$ cat src/rtl/lmc_pkg.sv
// ---------------------------------------------------------------------------
// lmc_pkg: shared types and constants of the LED matrix cascade core
// Operation codes, write-data sources and the controller/datapath
// command and status bundles.
// ---------------------------------------------------------------------------
`default_nettype none

package lmc_pkg;

    // Fixed field widths
    localparam int OP_W      = 3;
    localparam int COL_W     = 5;   // column address, covers the largest chain
    localparam int BYTE_W    = 8;
    localparam int CADDR_W   = 4;
    localparam int WORD_W    = 16;
    localparam int DEV_W     = 2;   // device index, up to four devices
    localparam int SUB_W     = 3;   // column or row within one device
    localparam int MAX_DEV   = 4;

    // Operation codes
    localparam logic [OP_W-1:0] OP_PUSH  = 3'd0;
    localparam logic [OP_W-1:0] OP_WRITE = 3'd1;
    localparam logic [OP_W-1:0] OP_FLUSH = 3'd2;
    localparam logic [OP_W-1:0] OP_CLEAR = 3'd3;
    localparam logic [OP_W-1:0] OP_BCAST = 3'd4;

    // Write-data sources
    localparam logic [1:0] SRC_INPUT = 2'd0;
    localparam logic [1:0] SRC_ZERO  = 2'd1;
    localparam logic [1:0] SRC_RDATA = 2'd2;

    typedef struct packed {
        logic             latch;      // capture the accepted item's fields
        logic             rd_en;
        logic [COL_W-1:0] rd_addr;
        logic             rd_cap;     // shift the read column into the transposer
        logic             wr_en;
        logic [COL_W-1:0] wr_addr;
        logic [1:0]       wr_src;
        logic             emit_frame;
        logic             emit_bcast;
        logic [SUB_W-1:0] row;
        logic [DEV_W-1:0] dev;
        logic             last;
    } t_cmd;

    typedef struct packed {
        logic out_free;               // output register can take a beat
    } t_sts;

endpackage

`default_nettype wire

$ cat src/rtl/lmc_ram.sv
// ---------------------------------------------------------------------------
// lmc_ram: generic single-write, single-read RAM
// One write port and one read port, read data registered.
// ---------------------------------------------------------------------------
`default_nettype none

module lmc_ram #(
    parameter int WIDTH = 8,
    parameter int DEPTH = 32
) (
    input  wire logic                     i_clk,
    input  wire logic                     i_wr_en,
    input  wire logic [$clog2(DEPTH)-1:0] i_wr_addr,
    input  wire logic [WIDTH-1:0]         i_wr_data,
    input  wire logic                     i_rd_en,
    input  wire logic [$clog2(DEPTH)-1:0] i_rd_addr,
    output logic      [WIDTH-1:0]         o_rd_data
);

    logic [WIDTH-1:0] r_mem [DEPTH];

    always_ff @(posedge i_clk) begin
        if (i_wr_en) begin
            r_mem[i_wr_addr] <= i_wr_data;
        end
        if (i_rd_en) begin
            o_rd_data <= r_mem[i_rd_addr];
        end
    end

endmodule

`default_nettype wire

$ cat src/rtl/lmc_dp.sv
// ---------------------------------------------------------------------------
// lmc_dp: datapath of the LED matrix cascade core
// Column store, 8x8 transposer and the registered output frame.
// ---------------------------------------------------------------------------
`default_nettype none

module lmc_dp #(
    parameter int DEVICES = 4
) (
    input  wire logic                             i_clk,
    input  wire logic                             i_rst_n,
    input  wire lmc_pkg::t_cmd                    i_cmd,
    output lmc_pkg::t_sts                         o_sts,
    input  wire logic [lmc_pkg::BYTE_W-1:0]       i_value_byte,
    input  wire logic [lmc_pkg::CADDR_W-1:0]      i_command_address,
    output logic                                  o_out_valid,
    input  wire logic                             i_out_ready,
    output logic      [lmc_pkg::WORD_W-1:0]       o_word_first,
    output logic      [lmc_pkg::WORD_W-1:0]       o_word_second,
    output logic      [lmc_pkg::WORD_W-1:0]       o_word_third,
    output logic      [lmc_pkg::WORD_W-1:0]       o_word_fourth,
    output logic                                  o_last_of_run
);
    import lmc_pkg::*;

    localparam int NCOLS = DEVICES * 8;
    localparam int AW    = $clog2(NCOLS);

    logic [BYTE_W-1:0]  r_val;
    logic [CADDR_W-1:0] r_caddr;
    logic [BYTE_W-1:0]  r_rows [8];
    logic               r_cap;
    logic [BYTE_W-1:0]  rd_data;
    logic [BYTE_W-1:0]  wr_data;
    logic [WORD_W-1:0]  r_word [MAX_DEV];
    logic               r_valid;
    logic               r_last;
    logic [WORD_W-1:0]  frame_word;
    logic [WORD_W-1:0]  bcast_word;
    logic [SUB_W:0]     row_num;

    always_comb begin
        unique case (i_cmd.wr_src)
            SRC_INPUT: wr_data = i_value_byte;
            SRC_RDATA: wr_data = rd_data;
            default:   wr_data = '0;
        endcase
    end

    lmc_ram #(
        .WIDTH (BYTE_W),
        .DEPTH (NCOLS)
    ) u_store (
        .i_clk     (i_clk),
        .i_wr_en   (i_cmd.wr_en),
        .i_wr_addr (i_cmd.wr_addr[AW-1:0]),
        .i_wr_data (wr_data),
        .i_rd_en   (i_cmd.rd_en),
        .i_rd_addr (i_cmd.rd_addr[AW-1:0]),
        .o_rd_data (rd_data)
    );

    always_ff @(posedge i_clk) begin
        if (i_cmd.latch) begin
            r_val   <= i_value_byte;
            r_caddr <= i_command_address;
        end
    end

    // Column c arrives in order 0..7; bit r of it lands in row r, MSB first
    always_ff @(posedge i_clk) begin
        if (!i_rst_n) begin
            r_cap <= 1'b0;
        end else begin
            r_cap <= i_cmd.rd_cap;
        end
    end

    always_ff @(posedge i_clk) begin
        if (r_cap) begin
            for (int r = 0; r < 8; r++) begin
                r_rows[r] <= {r_rows[r][BYTE_W-2:0], rd_data[r]};
            end
        end
    end

    assign row_num    = {1'b0, i_cmd.row} + 4'd1;
    assign frame_word = {4'b0000, row_num, r_rows[i_cmd.row]};
    assign bcast_word = {4'b0000, r_caddr, r_val};

    always_ff @(posedge i_clk) begin
        if (!i_rst_n) begin
            r_valid <= 1'b0;
        end else if (i_cmd.emit_frame || i_cmd.emit_bcast) begin
            r_valid <= 1'b1;
        end else if (i_out_ready) begin
            r_valid <= 1'b0;
        end
    end

    always_ff @(posedge i_clk) begin
        if (i_cmd.emit_frame) begin
            for (int k = 0; k < MAX_DEV; k++) begin
                r_word[k] <= (DEV_W'(k) == i_cmd.dev) ? frame_word : '0;
            end
            r_last <= i_cmd.last;
        end else if (i_cmd.emit_bcast) begin
            for (int k = 0; k < MAX_DEV; k++) begin
                r_word[k] <= (k < DEVICES) ? bcast_word : '0;
            end
            r_last <= 1'b1;
        end
    end

    assign o_sts.out_free = !r_valid || i_out_ready;
    assign o_out_valid    = r_valid;
    assign o_word_first   = r_word[0];
    assign o_word_second  = r_word[1];
    assign o_word_third   = r_word[2];
    assign o_word_fourth  = r_word[3];
    assign o_last_of_run  = r_last;

endmodule

`default_nettype wire

$ cat src/rtl/lmc_ctrl.sv
// ---------------------------------------------------------------------------
// lmc_ctrl: sequencer of the LED matrix cascade core
// Decodes operations and walks the column store for clear, shift and flush.
// ---------------------------------------------------------------------------
`default_nettype none

module lmc_ctrl #(
    parameter int DEVICES = 4
) (
    input  wire logic                          i_clk,
    input  wire logic                          i_rst_n,
    input  wire logic                          i_in_valid,
    output logic                               o_in_ready,
    input  wire logic [lmc_pkg::OP_W-1:0]      i_operation,
    input  wire logic [lmc_pkg::COL_W-1:0]     i_column_index,
    output lmc_pkg::t_cmd                      o_cmd,
    input  wire lmc_pkg::t_sts                 i_sts
);
    import lmc_pkg::*;

    localparam int NCOLS = DEVICES * 8;
    localparam logic [COL_W-1:0] LAST_COL  = COL_W'(NCOLS - 1);
    localparam logic [COL_W-1:0] SHIFT_TOP = COL_W'(NCOLS - 2);
    localparam logic [DEV_W-1:0] LAST_DEV  = DEV_W'(DEVICES - 1);
    localparam logic [SUB_W-1:0] LAST_SUB  = 3'd7;

    localparam logic [3:0] S_IDLE  = 4'd0;
    localparam logic [3:0] S_CLR   = 4'd1;
    localparam logic [3:0] S_LOAD  = 4'd2;
    localparam logic [3:0] S_WAIT  = 4'd3;
    localparam logic [3:0] S_EMIT  = 4'd4;
    localparam logic [3:0] S_SHIFT = 4'd5;
    localparam logic [3:0] S_SHEND = 4'd6;
    localparam logic [3:0] S_ZERO  = 4'd7;
    localparam logic [3:0] S_BCAST = 4'd8;

    logic [3:0]       r_state, n_state;
    logic [COL_W-1:0] r_col, n_col;
    logic [SUB_W-1:0] r_sub, n_sub;
    logic [DEV_W-1:0] r_dev, n_dev;
    logic             r_init, n_init;
    logic             r_push1, n_push1;
    logic             r_wb, n_wb;
    logic [COL_W-1:0] r_wba, n_wba;
    logic             accept;

    assign o_in_ready = (r_state == S_IDLE);
    assign accept     = i_in_valid && o_in_ready;

    always_comb begin
        n_state = r_state;
        n_col   = r_col;
        n_sub   = r_sub;
        n_dev   = r_dev;
        n_init  = r_init;
        n_push1 = r_push1;
        n_wb    = 1'b0;
        n_wba   = r_wba;

        o_cmd            = '0;
        o_cmd.latch      = accept;
        o_cmd.rd_addr    = {r_dev, r_sub};
        o_cmd.row        = r_sub;
        o_cmd.dev        = r_dev;
        o_cmd.last       = !r_push1 && (r_dev == LAST_DEV) && (r_sub == LAST_SUB);
        // pending write-back of a shifted column
        o_cmd.wr_en      = r_wb;
        o_cmd.wr_addr    = r_wba;
        o_cmd.wr_src     = SRC_RDATA;

        unique case (r_state)
            S_IDLE: begin
                if (accept) begin
                    n_dev = '0;
                    n_sub = '0;
                    unique case (i_operation)
                        OP_PUSH: begin
                            o_cmd.wr_en   = 1'b1;
                            o_cmd.wr_addr = '0;
                            o_cmd.wr_src  = SRC_INPUT;
                            n_push1       = 1'b1;
                            n_state       = S_LOAD;
                        end
                        OP_WRITE: begin
                            o_cmd.wr_en   = ({1'b0, i_column_index} < (COL_W+1)'(NCOLS));
                            o_cmd.wr_addr = i_column_index;
                            o_cmd.wr_src  = SRC_INPUT;
                        end
                        OP_FLUSH: begin
                            n_push1 = 1'b0;
                            n_state = S_LOAD;
                        end
                        OP_CLEAR: begin
                            n_col   = '0;
                            n_init  = 1'b0;
                            n_state = S_CLR;
                        end
                        OP_BCAST: begin
                            n_state = S_BCAST;
                        end
                        default: begin
                        end
                    endcase
                end
            end
            S_CLR: begin
                o_cmd.wr_en   = 1'b1;
                o_cmd.wr_addr = r_col;
                o_cmd.wr_src  = SRC_ZERO;
                if (r_col == LAST_COL) begin
                    n_dev   = '0;
                    n_sub   = '0;
                    n_push1 = 1'b0;
                    n_init  = 1'b0;
                    n_state = r_init ? S_IDLE : S_LOAD;
                end else begin
                    n_col = r_col + 1'b1;
                end
            end
            S_LOAD: begin
                o_cmd.rd_en  = 1'b1;
                o_cmd.rd_cap = 1'b1;
                n_sub        = r_sub + 1'b1;
                if (r_sub == LAST_SUB) begin
                    n_state = S_WAIT;
                end
            end
            S_WAIT: begin
                n_state = S_EMIT;
            end
            S_EMIT: begin
                if (i_sts.out_free) begin
                    o_cmd.emit_frame = 1'b1;
                    n_sub            = r_sub + 1'b1;
                    if (r_sub == LAST_SUB) begin
                        if (r_dev != LAST_DEV) begin
                            n_dev   = r_dev + 1'b1;
                            n_state = S_LOAD;
                        end else if (r_push1) begin
                            n_col   = SHIFT_TOP;
                            n_state = S_SHIFT;
                        end else begin
                            n_state = S_IDLE;
                        end
                    end
                end
            end
            S_SHIFT: begin
                o_cmd.rd_en   = 1'b1;
                o_cmd.rd_addr = r_col;
                n_wb          = 1'b1;
                n_wba         = r_col + 1'b1;
                if (r_col == '0) begin
                    n_state = S_SHEND;
                end else begin
                    n_col = r_col - 1'b1;
                end
            end
            S_SHEND: begin
                n_state = S_ZERO;
            end
            S_ZERO: begin
                o_cmd.wr_en   = 1'b1;
                o_cmd.wr_addr = '0;
                o_cmd.wr_src  = SRC_ZERO;
                n_push1       = 1'b0;
                n_dev         = '0;
                n_sub         = '0;
                n_state       = S_LOAD;
            end
            S_BCAST: begin
                if (i_sts.out_free) begin
                    o_cmd.emit_bcast = 1'b1;
                    n_state          = S_IDLE;
                end
            end
            default: begin
                n_state = S_IDLE;
            end
        endcase
    end

    always_ff @(posedge i_clk) begin
        if (!i_rst_n) begin
            r_state <= S_CLR;
            r_col   <= '0;
            r_sub   <= '0;
            r_dev   <= '0;
            r_init  <= 1'b1;
            r_push1 <= 1'b0;
            r_wb    <= 1'b0;
        end else begin
            r_state <= n_state;
            r_col   <= n_col;
            r_sub   <= n_sub;
            r_dev   <= n_dev;
            r_init  <= n_init;
            r_push1 <= n_push1;
            r_wb    <= n_wb;
        end
    end

    always_ff @(posedge i_clk) begin
        r_wba <= n_wba;
    end

endmodule

`default_nettype wire

$ cat src/rtl/led_matrix_cascade_framebuffer_core.sv
// ---------------------------------------------------------------------------
// led_matrix_cascade_framebuffer_core: column framebuffer for chained 8x8
// LED matrix drivers
// Keeps one pixel byte per display column, transposes each device's columns
// into row bytes on a flush and emits one frame of four words per row.
//
//   channel | direction | handshake              | payload
//   --------+-----------+------------------------+-------------------------------
//   in      | sink      | i_in_valid/o_in_ready  | operation, column_index,
//           |           |                        | value_byte, command_address
//   out     | source    | o_out_valid/i_out_ready| word_first..fourth, last_of_run
//
// Sequence: a flush walks the store one column per cycle through the single
//   read port: for each device it reads 8 columns, waits for the registered
//   read data and emits 8 frames, each as the output register is free. A push
//   costs two flushes plus a shift of every column up by one (the last
//   write-back included) and one zero write; a clear costs a zeroing pass
//   plus a flush; a write column is stored on acceptance; a broadcast emits one frame.
// Reset: a clearing pass zeroes every column of the store; no item is
//   taken until it ends.
// Stalls: the output register holds a frame until taken; the sequencer
//   waits while it is full and not drained.
// ---------------------------------------------------------------------------
`default_nettype none

module led_matrix_cascade_framebuffer_core #(
    parameter int DEVICES = 4
) (
    input  wire logic                          i_clk,
    input  wire logic                          i_rst_n,
    input  wire logic                          i_in_valid,
    output logic                               o_in_ready,
    input  wire logic [lmc_pkg::OP_W-1:0]      i_operation,
    input  wire logic [lmc_pkg::COL_W-1:0]     i_column_index,
    input  wire logic [lmc_pkg::BYTE_W-1:0]    i_value_byte,
    input  wire logic [lmc_pkg::CADDR_W-1:0]   i_command_address,
    output logic                               o_out_valid,
    input  wire logic                          i_out_ready,
    output logic      [lmc_pkg::WORD_W-1:0]    o_word_first,
    output logic      [lmc_pkg::WORD_W-1:0]    o_word_second,
    output logic      [lmc_pkg::WORD_W-1:0]    o_word_third,
    output logic      [lmc_pkg::WORD_W-1:0]    o_word_fourth,
    output logic                               o_last_of_run
);
    import lmc_pkg::*;

    t_cmd cmd;
    t_sts sts;

    // Sequencer: decode each beat, drive the store walk and frame emission
    lmc_ctrl #(
        .DEVICES (DEVICES)
    ) u_ctrl (
        .i_clk          (i_clk),
        .i_rst_n        (i_rst_n),
        .i_in_valid     (i_in_valid),
        .o_in_ready     (o_in_ready),
        .i_operation    (i_operation),
        .i_column_index (i_column_index),
        .o_cmd          (cmd),
        .i_sts          (sts)
    );

    // Datapath: column store, transposer, output frame register
    lmc_dp #(
        .DEVICES (DEVICES)
    ) u_dp (
        .i_clk             (i_clk),
        .i_rst_n           (i_rst_n),
        .i_cmd             (cmd),
        .o_sts             (sts),
        .i_value_byte      (i_value_byte),
        .i_command_address (i_command_address),
        .o_out_valid       (o_out_valid),
        .i_out_ready       (i_out_ready),
        .o_word_first      (o_word_first),
        .o_word_second     (o_word_second),
        .o_word_third      (o_word_third),
        .o_word_fourth     (o_word_fourth),
        .o_last_of_run     (o_last_of_run)
    );

`ifndef SYNTHESIS
    // Never load a frame over one that is still waiting
    a_emit_free: assert property (@(posedge i_clk) disable iff (!i_rst_n)
        (cmd.emit_frame || cmd.emit_bcast) |-> sts.out_free)
        else $error("frame emitted into a full output register");

    // Shift write-back must never hit the address being read
    a_rw_apart: assert property (@(posedge i_clk) disable iff (!i_rst_n)
        (cmd.wr_en && cmd.rd_en) |-> (cmd.wr_addr != cmd.rd_addr))
        else $error("store read and write at the same address");

    // A flush or broadcast beat keeps the input side closed the next cycle
    a_busy_after: assert property (@(posedge i_clk) disable iff (!i_rst_n)
        (i_in_valid && o_in_ready && (i_operation == OP_BCAST || i_operation == OP_FLUSH))
        |=> !o_in_ready)
        else $error("input taken while a run is in progress");
`endif

endmodule

`default_nettype wire
$ cat config.mk
export PLATFORM = sky130hd
export DESIGN_NAME = led_matrix_cascade_framebuffer_core
export DESIGN_NICKNAME = d
export VERILOG_FILES = /design/src/rtl/lmc_pkg.sv /design/src/rtl/lmc_ram.sv /design/src/rtl/lmc_dp.sv /design/src/rtl/lmc_ctrl.sv /design/src/rtl/led_matrix_cascade_framebuffer_core.sv
export SDC_FILE = /design/constraint.sdc
export NUM_CORES = 1
export LEC_CHECK = 0
export BUFFER_PORTS_ARGS = -buffer_cell sky130_fd_sc_hd__buf_2
export CAP_MARGIN = 20
export CORE_MARGIN = 5
export CORE_UTILIZATION = 33
export DETAILED_ROUTE_END_ITERATION = 12
export GPL_TIMING_DRIVEN = 0
export PLACE_DENSITY = 0.53
export SYNTH_ARGS = -nofsm -noshare
export SYNTH_HDL_FRONTEND = slang
export SYNTH_SLANG_ARGS = --single-unit
export TNS_END_PERCENT = 10
$ cat constraint.sdc
create_clock -name i_clk -period 9.4 [get_ports i_clk]
set_clock_uncertainty 0.05 [all_clocks]
set_input_delay 1.88 -clock i_clk [delete_from_list [all_inputs] [get_ports i_clk]]
set_output_delay 1.88 -clock i_clk [all_outputs]
set_load 0.01 [all_outputs]
# [Yosys cells after proc, flatten, opt, wreduce, memory -nomap -nowiden]
# Memory sizes are Yosys's and may differ from the RTL's. A register that Yosys moved wholly into a read port is not among the register bits.
# Index checks and enable logic that the tools add are counted.
[word_totals] reg_bits=37 ram_bits=368 mem_count=3 out_inout_bits=67
[classes] muxes=72 n_eq_ne=35 addsub=5 bitwise_logic=4 reduce_logical=27
[memory_table] name="u_dp.u_store.r_mem" depth=32 width=8 rd=1 rd_ports_with_merged_regs=1 write_ports=1 line_no="lmc_ram.sv:20" rtl="logic [WIDTH-1:0] r_mem [DEPTH];"
[memory_table] name="u_dp.r_rows" depth=8 width=8 rd=9 rd_ports_with_merged_regs=1 write_ports=8 line_no="lmc_dp.sv:31" rtl="logic [BYTE_W-1:0] r_rows [8];"
[memory_table] name="u_dp.r_word" depth=4 width=12 rd=4 rd_ports_with_merged_regs=0 write_ports=4 line_no="lmc_dp.sv:35" rtl="logic [WORD_W-1:0] r_word [MAX_DEV];"
[op_table] cell="$mux 12" n=8
[op_table] cell="$mux 5" n=9
[op_table] cell="$pmux 4 s9" n=1
[op_table] cell="$pmux 8 s2" n=2
[op_table] cell="$mux 4" n=7
[op_table] cell="$pmux 8 s3" n=1
[op_table] cell="$mux 1" n=23
[op_table] cell="$mux 3" n=7
[op_table] cell="$pmux 5 s4" n=1
[op_table] cell="$eq 4x3->1 const B" n=4
[op_table] cell="$ne 2x2->1 const B" n=8
[op_table] cell="$pmux 3 s5" n=1
[op_table] cell="$mux 2" n=6
[op_table] cell="$ne 2x1->1 const B" n=6
[op_table] cell="$pmux 4 s3" n=1
[op_table] cell="$reduce_and 4->1" n=3
[op_table] cell="$reduce_and 9->1" n=1
[op_table] cell="$eq 4x2->1 const B" n=2
[op_table] cell="$mux 8" n=1
[op_table] cell="$pmux 2 s4" n=1
[op_table] cell="$reduce_and 8->1" n=1
[op_table] cell="$reduce_bool 4->1" n=2
[op_table] cell="$eq 3x2->1 const B" n=2
[op_table] cell="$eq 3x3->1 const B" n=2
[op_table] cell="other kinds (29)" n=43

# [Longest topological paths before layout]
# Gate-level depths: netlist (run 1).
[depth] depth_word=8 depth_mapped=11

# [Hierarchy]
# Synthesis (run 1) repeated with hierarchy kept, for this count alone.
[hier_totals] hier_cells=953 hier_area_um2=17400.4
[modules_own_cells] mod="lmc_ram" seq_area_each_um2=7927.6 area_per_inst_um2=10133.5 n_inst=1 cells_per_inst=417
[modules_own_cells] mod="lmc_dp" seq_area_each_um2=3793.6 area_per_inst_um2=5489.0 n_inst=1 cells_per_inst=330
[modules_own_cells] mod="lmc_ctrl" seq_area_each_um2=490.5 area_per_inst_um2=1778.0 n_inst=1 cells_per_inst=206

# [Least setup slack after synthesis (run 1)]
# Ideal clock, no wire load.
[synth_timing] path_kind="input to register" start="in i_out_ready" end="reg u_dp.r_last, in the netlist u_dp.o_last_of_run (enable)" required_time_ps=8773 slack_ps=2154 path_stages=2 arrival_time_ps=6619 cell_sequence="nor2b_1 nor4_1"
[synth_between] elab_chain_len=4 word_cells_on_any_way=5
[synth_rtl] element="from (decl)" line_no="led_matrix_cascade_framebuffer_core.sv:38" rtl="input wire logic i_out_ready,"
[synth_rtl] element="$logic_or 1x1->1 *" line_no="lmc_dp.sv:115" rtl="assign o_sts.out_free = !r_valid || i_out_ready;"
[synth_rtl] element="$mux 1 *" line_no="lmc_ctrl.sv:132, lmc_ctrl.sv:172"
[synth_rtl] element="$mux 1" line_no="lmc_ctrl.sv:71" rtl="unique case (r_state)"
[synth_rtl] element="$reduce_bool 2->1 (no source line) *"
[synth_rtl] element="to (signal assigned)" line_no="lmc_dp.sv:106" rtl="r_last <= i_cmd.last;"
[synth_rtl] element="to (decl)" line_no="lmc_dp.sv:37" rtl="logic r_last;"
# Mark *: on every way between the ends. The rest lies on a longest branch, timed or not.
# A chain may end at the register's enable or synchronous reset.

# [Worst setup path after layout (run 1)]
[layout_timing] start="in i_operation[1] in the netlist's numbering" end="mem u_dp.u_store.r_mem[21][1] (enable)"
[layout_between] elab_chain_len=6 word_cells_on_any_way=7
[layout_rtl] element="from (decl)" line_no="led_matrix_cascade_framebuffer_core.sv:33" rtl="input wire logic [lmc_pkg::OP_W-1:0] i_operation,"
[layout_rtl] element="$eq 3x1->1 or $logic_not 3->1 (tied branches)" line_no="lmc_ctrl.sv:76" rtl="unique case (i_operation)"
[layout_rtl] element="$pmux 8 s2 *" line_no="lmc_ctrl.sv:76"
[layout_rtl] element="$mux 8 *" line_no="lmc_ctrl.sv:73" rtl="if (accept) begin"
[layout_rtl] element="$pmux 8 s3 *" line_no="lmc_ctrl.sv:71"
[layout_rtl] element="$mux 1" line_no="lmc_ram.sv:23" rtl="if (i_wr_en) begin"
[layout_rtl] element="$mux 1 (not written as such)" line_no="lmc_ram.sv:24" rtl="r_mem[i_wr_addr] <= i_wr_data;"
[layout_rtl] element="to (decl)" line_no="lmc_ram.sv:20"
# Marks and branches as above.

==> impl_metrics.ini, run 1 <==
[global_route]
grt_pass1_vias = 9535
wire_length_of_the_first_global_routing_pass_um = 60200
grtUsageTotal_pct = 14.0
initial_antenna_violation_count = 0
global_route_congestion_overflow_total = 0
grt_max_degree = 36

[detailed_routing]
wire_per_inst_um = 21.1
route.detailed.vias_per_inst = 4.99
postRouteAntennaNets = 0
via_count = 9602
wl_um = 40700
drc_errors = 0
detail_route.first_pass.iterations = 5
drt_iter0_markers = 700

[placement]
port-buffer-count = 73
gp_congestion = 0.917
dp.cells = 1846
dpl_worst_slack_ns = 4.32
detailedPlacementHpwl_um = 28600

[worst_setup_path]
crit_path_max_fanout = 10
worst_setup_path_start_kind = input port
worstPathCellList = buf_2 > nor3b_1 > and2_4 > buf_6 > nor2_2 > buf_6 > a21oi_2 > nand4_1 > nor2_1
crit_buf_inv = 3
crit_family = simple AND/OR/NAND/NOR gates
cp_slowest_cell = sky130_fd_sc_hd__nor3b_1
timing.setup.critical_path_class = in -> reg
crit_arrival_ns = 4.68
crit_path_max_incr_delay_ns = 0.71
cp.required_ns = 9.54
worstSetupEndpointType = flop
path_common_cell = sky130_fd_sc_hd__buf_6

[clock_tree]
clkTransAtPathRegs_ns = 0.06
cts.repair.resized = 0
tritoncts = yes
clkLatencyLatePin_ns = 0.56
cts.sinks = 416
tritoncts.num_buffers = 44
post_cts_hold_buffers = 0
max-clock-path-buffers = 3
clock_tree.root_cell = sky130_fd_sc_hd__clkbuf_16
post-cts-setup-buffer-count = 0
ctsHtreeMaxLevel = 2

[cells_and_area]
area.growth.synth_to_final_pct = 16.7
layout.nets = 1248
nFillCells = 4775
layout.area.seq_um2 = 12300
antenna_cells_inserted = 0
layout.cells.non_filler = 1924
multi_input_logic_area_um2 = 4490
drive_gt1_share_pct = 26.0

[power_and_ir_drop]
power_density_nw_per_um2 = 185
p_leak_uw = 0.00681
vdd_ir_drop_max_mv = 0.105

[synth]
ranking_of_synthesized_cells_by_area = sky130_fd_sc_hd__edfxtp_1 (69%), sky130_fd_sc_hd__mux2_2 (6.0%), sky130_fd_sc_hd__dfxtp_1 (2.6%)
synth_edf_count = 394
synth_commonest_cells = sky130_fd_sc_hd__edfxtp_1 (394), sky130_fd_sc_hd__mux2_2 (92), sky130_fd_sc_hd__o21ai_0 (82)
yosys.area.top_type = sky130_fd_sc_hd__edfxtp_1
sequential_to_total_area_share_from_yosys_stat_pct = 71.6
synth_top_flop_cell = sky130_fd_sc_hd__edfxtp_1
synth.avg_cell_area_um2 = 16.2
synthMostInstantiatedCell = sky130_fd_sc_hd__edfxtp_1
synthArstFlopShare_pct = 0
synthesis.yosys.warnings = 0
mappedNetlistArea_um2 = 17100
synthesized_instance_count = 1060
postSynthRegisterBits = 416
netlist.area_leader.share_pct = 69.0
synth.lib_cells_used.distinct = 69

[timing]
finalHoldViolations = 0
timing_max_transition_violations_final = 0
final.period_utilization_pct = 48.3
slew_headroom_pct = 25.9
setup_repair_after_global_routing_missed_its_margin = false
final-setup-viol-count = 0
post-route-worst-setup-slack_ns = 4.86
finalCriticalPeriod_ns = 4.54
tns_setup_ns = 0
max_clock_freq_mhz = 220
worstMarginPinSlew_ns = 1.10

[die]
initial_utilization_pct = 33.3
die_height_um = 238
io-pin-count = 91
core_um2 = 51400
die_w_um = 238
die_area_um2 = 56600
rows = 83

[flow_run]
drv.max_cap_violation_count = 0

[run_status]
run_status = completed

[hold_path]
holdCritPathClass = reg -> reg
==> cells in the final DEF, fill, tap and decap left out, drive strengths merged, types with 5 or more instances in the layout <==
master,netlist,routed
edfxtp,394,394
buf,50,143
mux2,115,115
o21ai,85,85
clkbuf,18,80
o22ai,59,59
nand2,46,46
nor2,39,39
mux2i,33,33
a21oi,23,23
dfxtp,22,22
mux4,16,16
conb,1,16
nor2b,11,11
and2,11,11
inv,11,11
nand3,10,10
ha,10,10
clkinv,0,10
nor3,9,9
a221oi,9,9
o2111a,8,8
a22o,8,8
a21o,7,7
nor4,5,5
==> worst paths after layout <==
path                              from                   endpoint  slack, ns  depth (start not counted)
max reg2reg          u_ctrl.r_state[2]  u_dp.u_store.r_mem[31][4]       5.83                          7
max                     i_operation[1]  u_dp.u_store.r_mem[21][1]       4.86                          9
min          u_dp.u_store.o_rd_data[4]          u_dp.r_rows[4][0]       0.39                          0
min reg2reg  u_dp.u_store.o_rd_data[4]          u_dp.r_rows[4][0]       0.39                          0
==> routing by layer <==
layer | wire (um) | share of wire [%] | vias to the layer above | track usage, %
met1 | 19300 | 47 | 4805 | 20.2
met4 | 1020 | 2.5 | 0 | 4.53
met3 | 2260 | 5.6 | 63 | 2.58
li1 | - | - | 4477 | -
met2 | 18100 | 45 | 257 | 21.4
met5 | 0 | 0 | - | 0
==> power by group <==
part           leakage [uW]  internal (uW)  total (uW)  switching (uW)
logic               0.00233           27.3        72.7            45.4
registers           0.00385           2010        2020            4.14
clock network      0.000631            920        1610             688
==> stage by stage <==
step,total power (uW),utilization [%],instance area (um^2),hold slack (ns)
after floorplan,2100,-,17200,0.371
after global placement,2130,35.8,18400,0.377
after detailed placement,2130,36.3,18700,0.382
after CTS,3740,38.9,20000,0.393
after global routing,3820,38.9,20000,0.400
final,3700,38.9,20000,0.388
==> registers in the layout (all words and copies together), names as in the netlist, named ones only <==
register / cells
u_dp.o_last_of_run: 1
u_dp.r_caddr: 4
u_ctrl.r_dev: 2
u_ctrl.r_wba: 5
u_ctrl.r_push1: 1
u_dp.u_store.o_rd_data: 8
u_dp.u_store.r_mem: 256
u_ctrl.r_col: 5
u_ctrl.r_init: 1
u_dp.o_out_valid: 1
u_dp.r_val: 8
u_dp.r_cap: 1
u_ctrl.r_wb: 1
u_dp.r_rows: 64
u_dp.r_word: 48
u_ctrl.r_state: 4
u_ctrl.r_sub: 3
==> cell families (layout without fill, tap and decap cells) <==
| logic type | count (synthesis) | count (layout) | share of synthesized area, % |
|---|---|---|---|
| muxes | 164 | 164 | 11.6 |
| DFF | 416 | 416 | 71.6 |
| adders and majority gates | 10 | 10 | 0.730 |
| AOI/OAI and AO/OA | 227 | 227 | 8.49 |
| other | 1 | 16 | 0.0219 |
| buffers and inverters | 79 | 248 | 2.56 |
| and+or+nand+nor | 159 | 159 | 4.80 |
| xor gates and xnor gates | 4 | 4 | 0.204 |
==> area by class of cell <==
class | count | share of cell area [%]
Sequential cell | 416 | 61.4
Multi-Input combinational cell | 580 | 22.5
Clock buffer | 62 | 6.05
Tap cell | 680 | 4.26
Timing Repair Buffer | 93 | 3.17
Buffer | 68 | 1.96
Clock inverter | 14 | 0.488
Inverter | 11 | 0.232
(Power assumes the default switching activity.)
==> inputs of run 2 (changes only) <==
--- a/config.mk
+++ b/config.mk
@@ -11,7 +11,7 @@
 export CORE_UTILIZATION = 33
 export DETAILED_ROUTE_END_ITERATION = 12
 export GPL_TIMING_DRIVEN = 0
-export PLACE_DENSITY = 0.53
+export PLACE_DENSITY = 0.55
 export SYNTH_ARGS = -nofsm -noshare
 export SYNTH_HDL_FRONTEND = slang
 export SYNTH_SLANG_ARGS = --single-unit
==> constraint.sdc (replaced) <==
create_clock -name i_clk -period 4 [get_ports i_clk]
set_clock_uncertainty 0.05 [all_clocks]
set_input_delay 0.8 -clock i_clk [delete_from_list [all_inputs] [get_ports i_clk]]
set_output_delay 0.8 -clock i_clk [all_outputs]
set_load 0.01 [all_outputs]
==> impl_metrics.ini, run 2 (synthesized netlist as in run 1, its figures left out) <==
[cells_and_area]
layout.area.seq_um2 = 12300
multi_input_logic_area_um2 = 4500
largestRegisters = u_dp.u_store.r_mem (256), u_dp.r_rows (64), u_dp.r_word (48)
largest_reg_flops = 256
nFillCells = 4765
regMostFlops = u_dp.u_store.r_mem
layout.nets = 1245
mostFrequentLayoutCell = sky130_fd_sc_hd__edfxtp_1
drive_gt1_share_pct = 25.7
mostFrequentLayoutCells = sky130_fd_sc_hd__edfxtp_1 (394), sky130_fd_sc_hd__buf_2 (99), sky130_fd_sc_hd__mux2_2 (92)
antenna_cells_inserted = 0
layout.cells.non_filler = 1921
area.growth.synth_to_final_pct = 16.6

[timing]
setup_repair_after_global_routing_missed_its_margin = false
worstMarginPinSlew_ns = 1.08
final.period_utilization_pct = 94.1
max_clock_freq_mhz = 266
slew_headroom_pct = 27.5
tns_setup_ns = 0
timing_max_transition_violations_final = 0
finalCriticalPeriod_ns = 3.77
final-setup-viol-count = 0
finalHoldViolations = 0

[global_route]
initial_antenna_violation_count = 0
global_route_congestion_overflow_total = 0
grtUsageTotal_pct = 13.8
grt_max_degree = 42
wire_length_of_the_first_global_routing_pass_um = 60300
grt_pass1_vias = 9546

[flow_run]
drv.max_cap_violation_count = 0

[detailed_routing]
wire_per_inst_um = 21.0
postRouteAntennaNets = 0
drc_errors = 0
via_count = 9652
route.detailed.vias_per_inst = 5.02
wl_um = 40400
drt_iter0_markers = 808
detail_route.first_pass.iterations = 5

[worst_setup_path]
reg2reg_to = u_dp.u_store.r_mem[28][3]
crit_path_max_incr_delay_ns = 0.75
setup.worst_path.end = u_dp.u_store.r_mem[28][3]
worstPathCellList = buf_2 > nand3_1 > a21oi_2 > o21a_1 > o22ai_2 > nor4_2 > nor2b_1
regToRegStartpoint = u_ctrl.r_state[2]
worstSetupEndpointType = flop
worstSetupStartpoint = u_ctrl.r_state[2]
timing.setup.critical_path_class = reg -> reg
worst_setup_path_start_kind = flop
cp.required_ns = 4.11
worst-r2r-setup-slack_ns = 0.23
cp_slowest_cell = sky130_fd_sc_hd__nor2b_1
cp.depth = 7
crit_buf_inv = 1
crit_arrival_ns = 3.88
worstRegToRegCells = 7
crit_path_max_fanout = 10
crit_family = simple AND/OR/NAND/NOR gates

[placement]
gp_congestion = 0.907
detailedPlacementHpwl_um = 28000
dp.cells = 1842
port-buffer-count = 73

[power_and_ir_drop]
p_clk_share_pct = 43.4
cell_internal_pwr_uw = 6970
power.combinational.fraction_pct = 2.0
net_sw_share_pct = 19.6
power.switching_uw = 1700
vdd_ir_drop_max_mv = 0.250
p_leak_uw = 0.00704
seq_power_share_pct = 54.6
power_density_nw_per_um2 = 434

[die]
io-pin-count = 91
die_height_um = 238
rows = 83
die_area_um2 = 56600
initial_utilization_pct = 33.3
die_w_um = 238
core_um2 = 51400

[hold_path]
holdCritPathClass = in -> reg

[clock_tree]
clkLatencyLatePin_ns = 0.55
cts.repair.resized = 0
cts.sinks = 416
max-clock-path-buffers = 3
post-cts-setup-buffer-count = 0
tritoncts = yes
tritoncts.num_buffers = 43
ctsHtreeMaxLevel = 2
clock_tree.root_cell = sky130_fd_sc_hd__clkbuf_16
post_cts_hold_buffers = 0
clkTransAtPathRegs_ns = 0.06

[run_status]
run_status = completed
==> run 2: changes by cell type in the layout (fill, tap and decap cells not counted), sizes merged <==
cell,before,now
clkinvlp,3,0
buf,143,140
inv,11,12
clkinv,10,11
clkbuf,80,81
==> run 2: per-stage QoR <==
stage	utilization (%)	setup WS, ns	instance area, um^2	total power [uW]	hold WS, ns
3_3_place_gp	35.8	-0.114	18400	5000	0.379
3_5_place_dp	36.3	-0.0337	18600	5000	0.379
2_1_floorplan	-	0.784	17200	4930	0.371
5_1_grt	38.9	0.0649	20000	8970	0.354
6_report	38.9	0.234	20000	8680	0.383
4_1_cts	38.8	0.296	19900	8770	0.351
==> run 2: power by group through the flow <==
stage / Clock (uW) / Combinational [uW] / Sequential (uW)
2_1_floorplan: 0 / 104 / 4830
3_3_place_gp: 0 / 168 / 4830
3_5_place_dp: 0 / 168 / 4830
4_1_cts: 3860 / 170 / 4740
5_1_grt: 4050 / 186 / 4740
6_report: 3770 / 171 / 4740
==> run 2: cell type report <==
| class | count | share of cell area [%] |
|---|---|---|
| buffer | 68 | 1.97 |
| multi-input combinational | 580 | 22.5 |
| tap | 680 | 4.26 |
| clock inverter | 13 | 0.438 |
| clock buffer | 62 | 6.11 |
| timing repair buffer | 91 | 3.09 |
| inverter | 11 | 0.232 |
| sequential | 416 | 61.4 |
==> run 2: how the worst min path moves through the flow <==
stage                               startpoint  slack, ns  cells after the start                end
after floorplan              u_dp.r_rows[2][0]       0.37                      0  u_dp.r_rows[2][1]
after global placement       u_dp.r_rows[1][6]       0.38                      0  u_dp.r_rows[1][7]
after detailed placement     u_dp.r_rows[2][6]       0.38                      0  u_dp.r_rows[2][7]
after CTS                 i_command_address[1]       0.35                      1    u_dp.r_caddr[1]
after global routing      i_command_address[0]       0.35                      1    u_dp.r_caddr[0]
final                     i_command_address[1]       0.38                      1    u_dp.r_caddr[1]
==> run 2: routing by layer <==
metal	up-vias	GRT usage [%]	wire length, um
li1	4480	-	-
met1	4821	19.9	18600
met2	301	21.6	18200
met3	50	2.89	2690
met4	0	3.64	897
met5	-	0	0
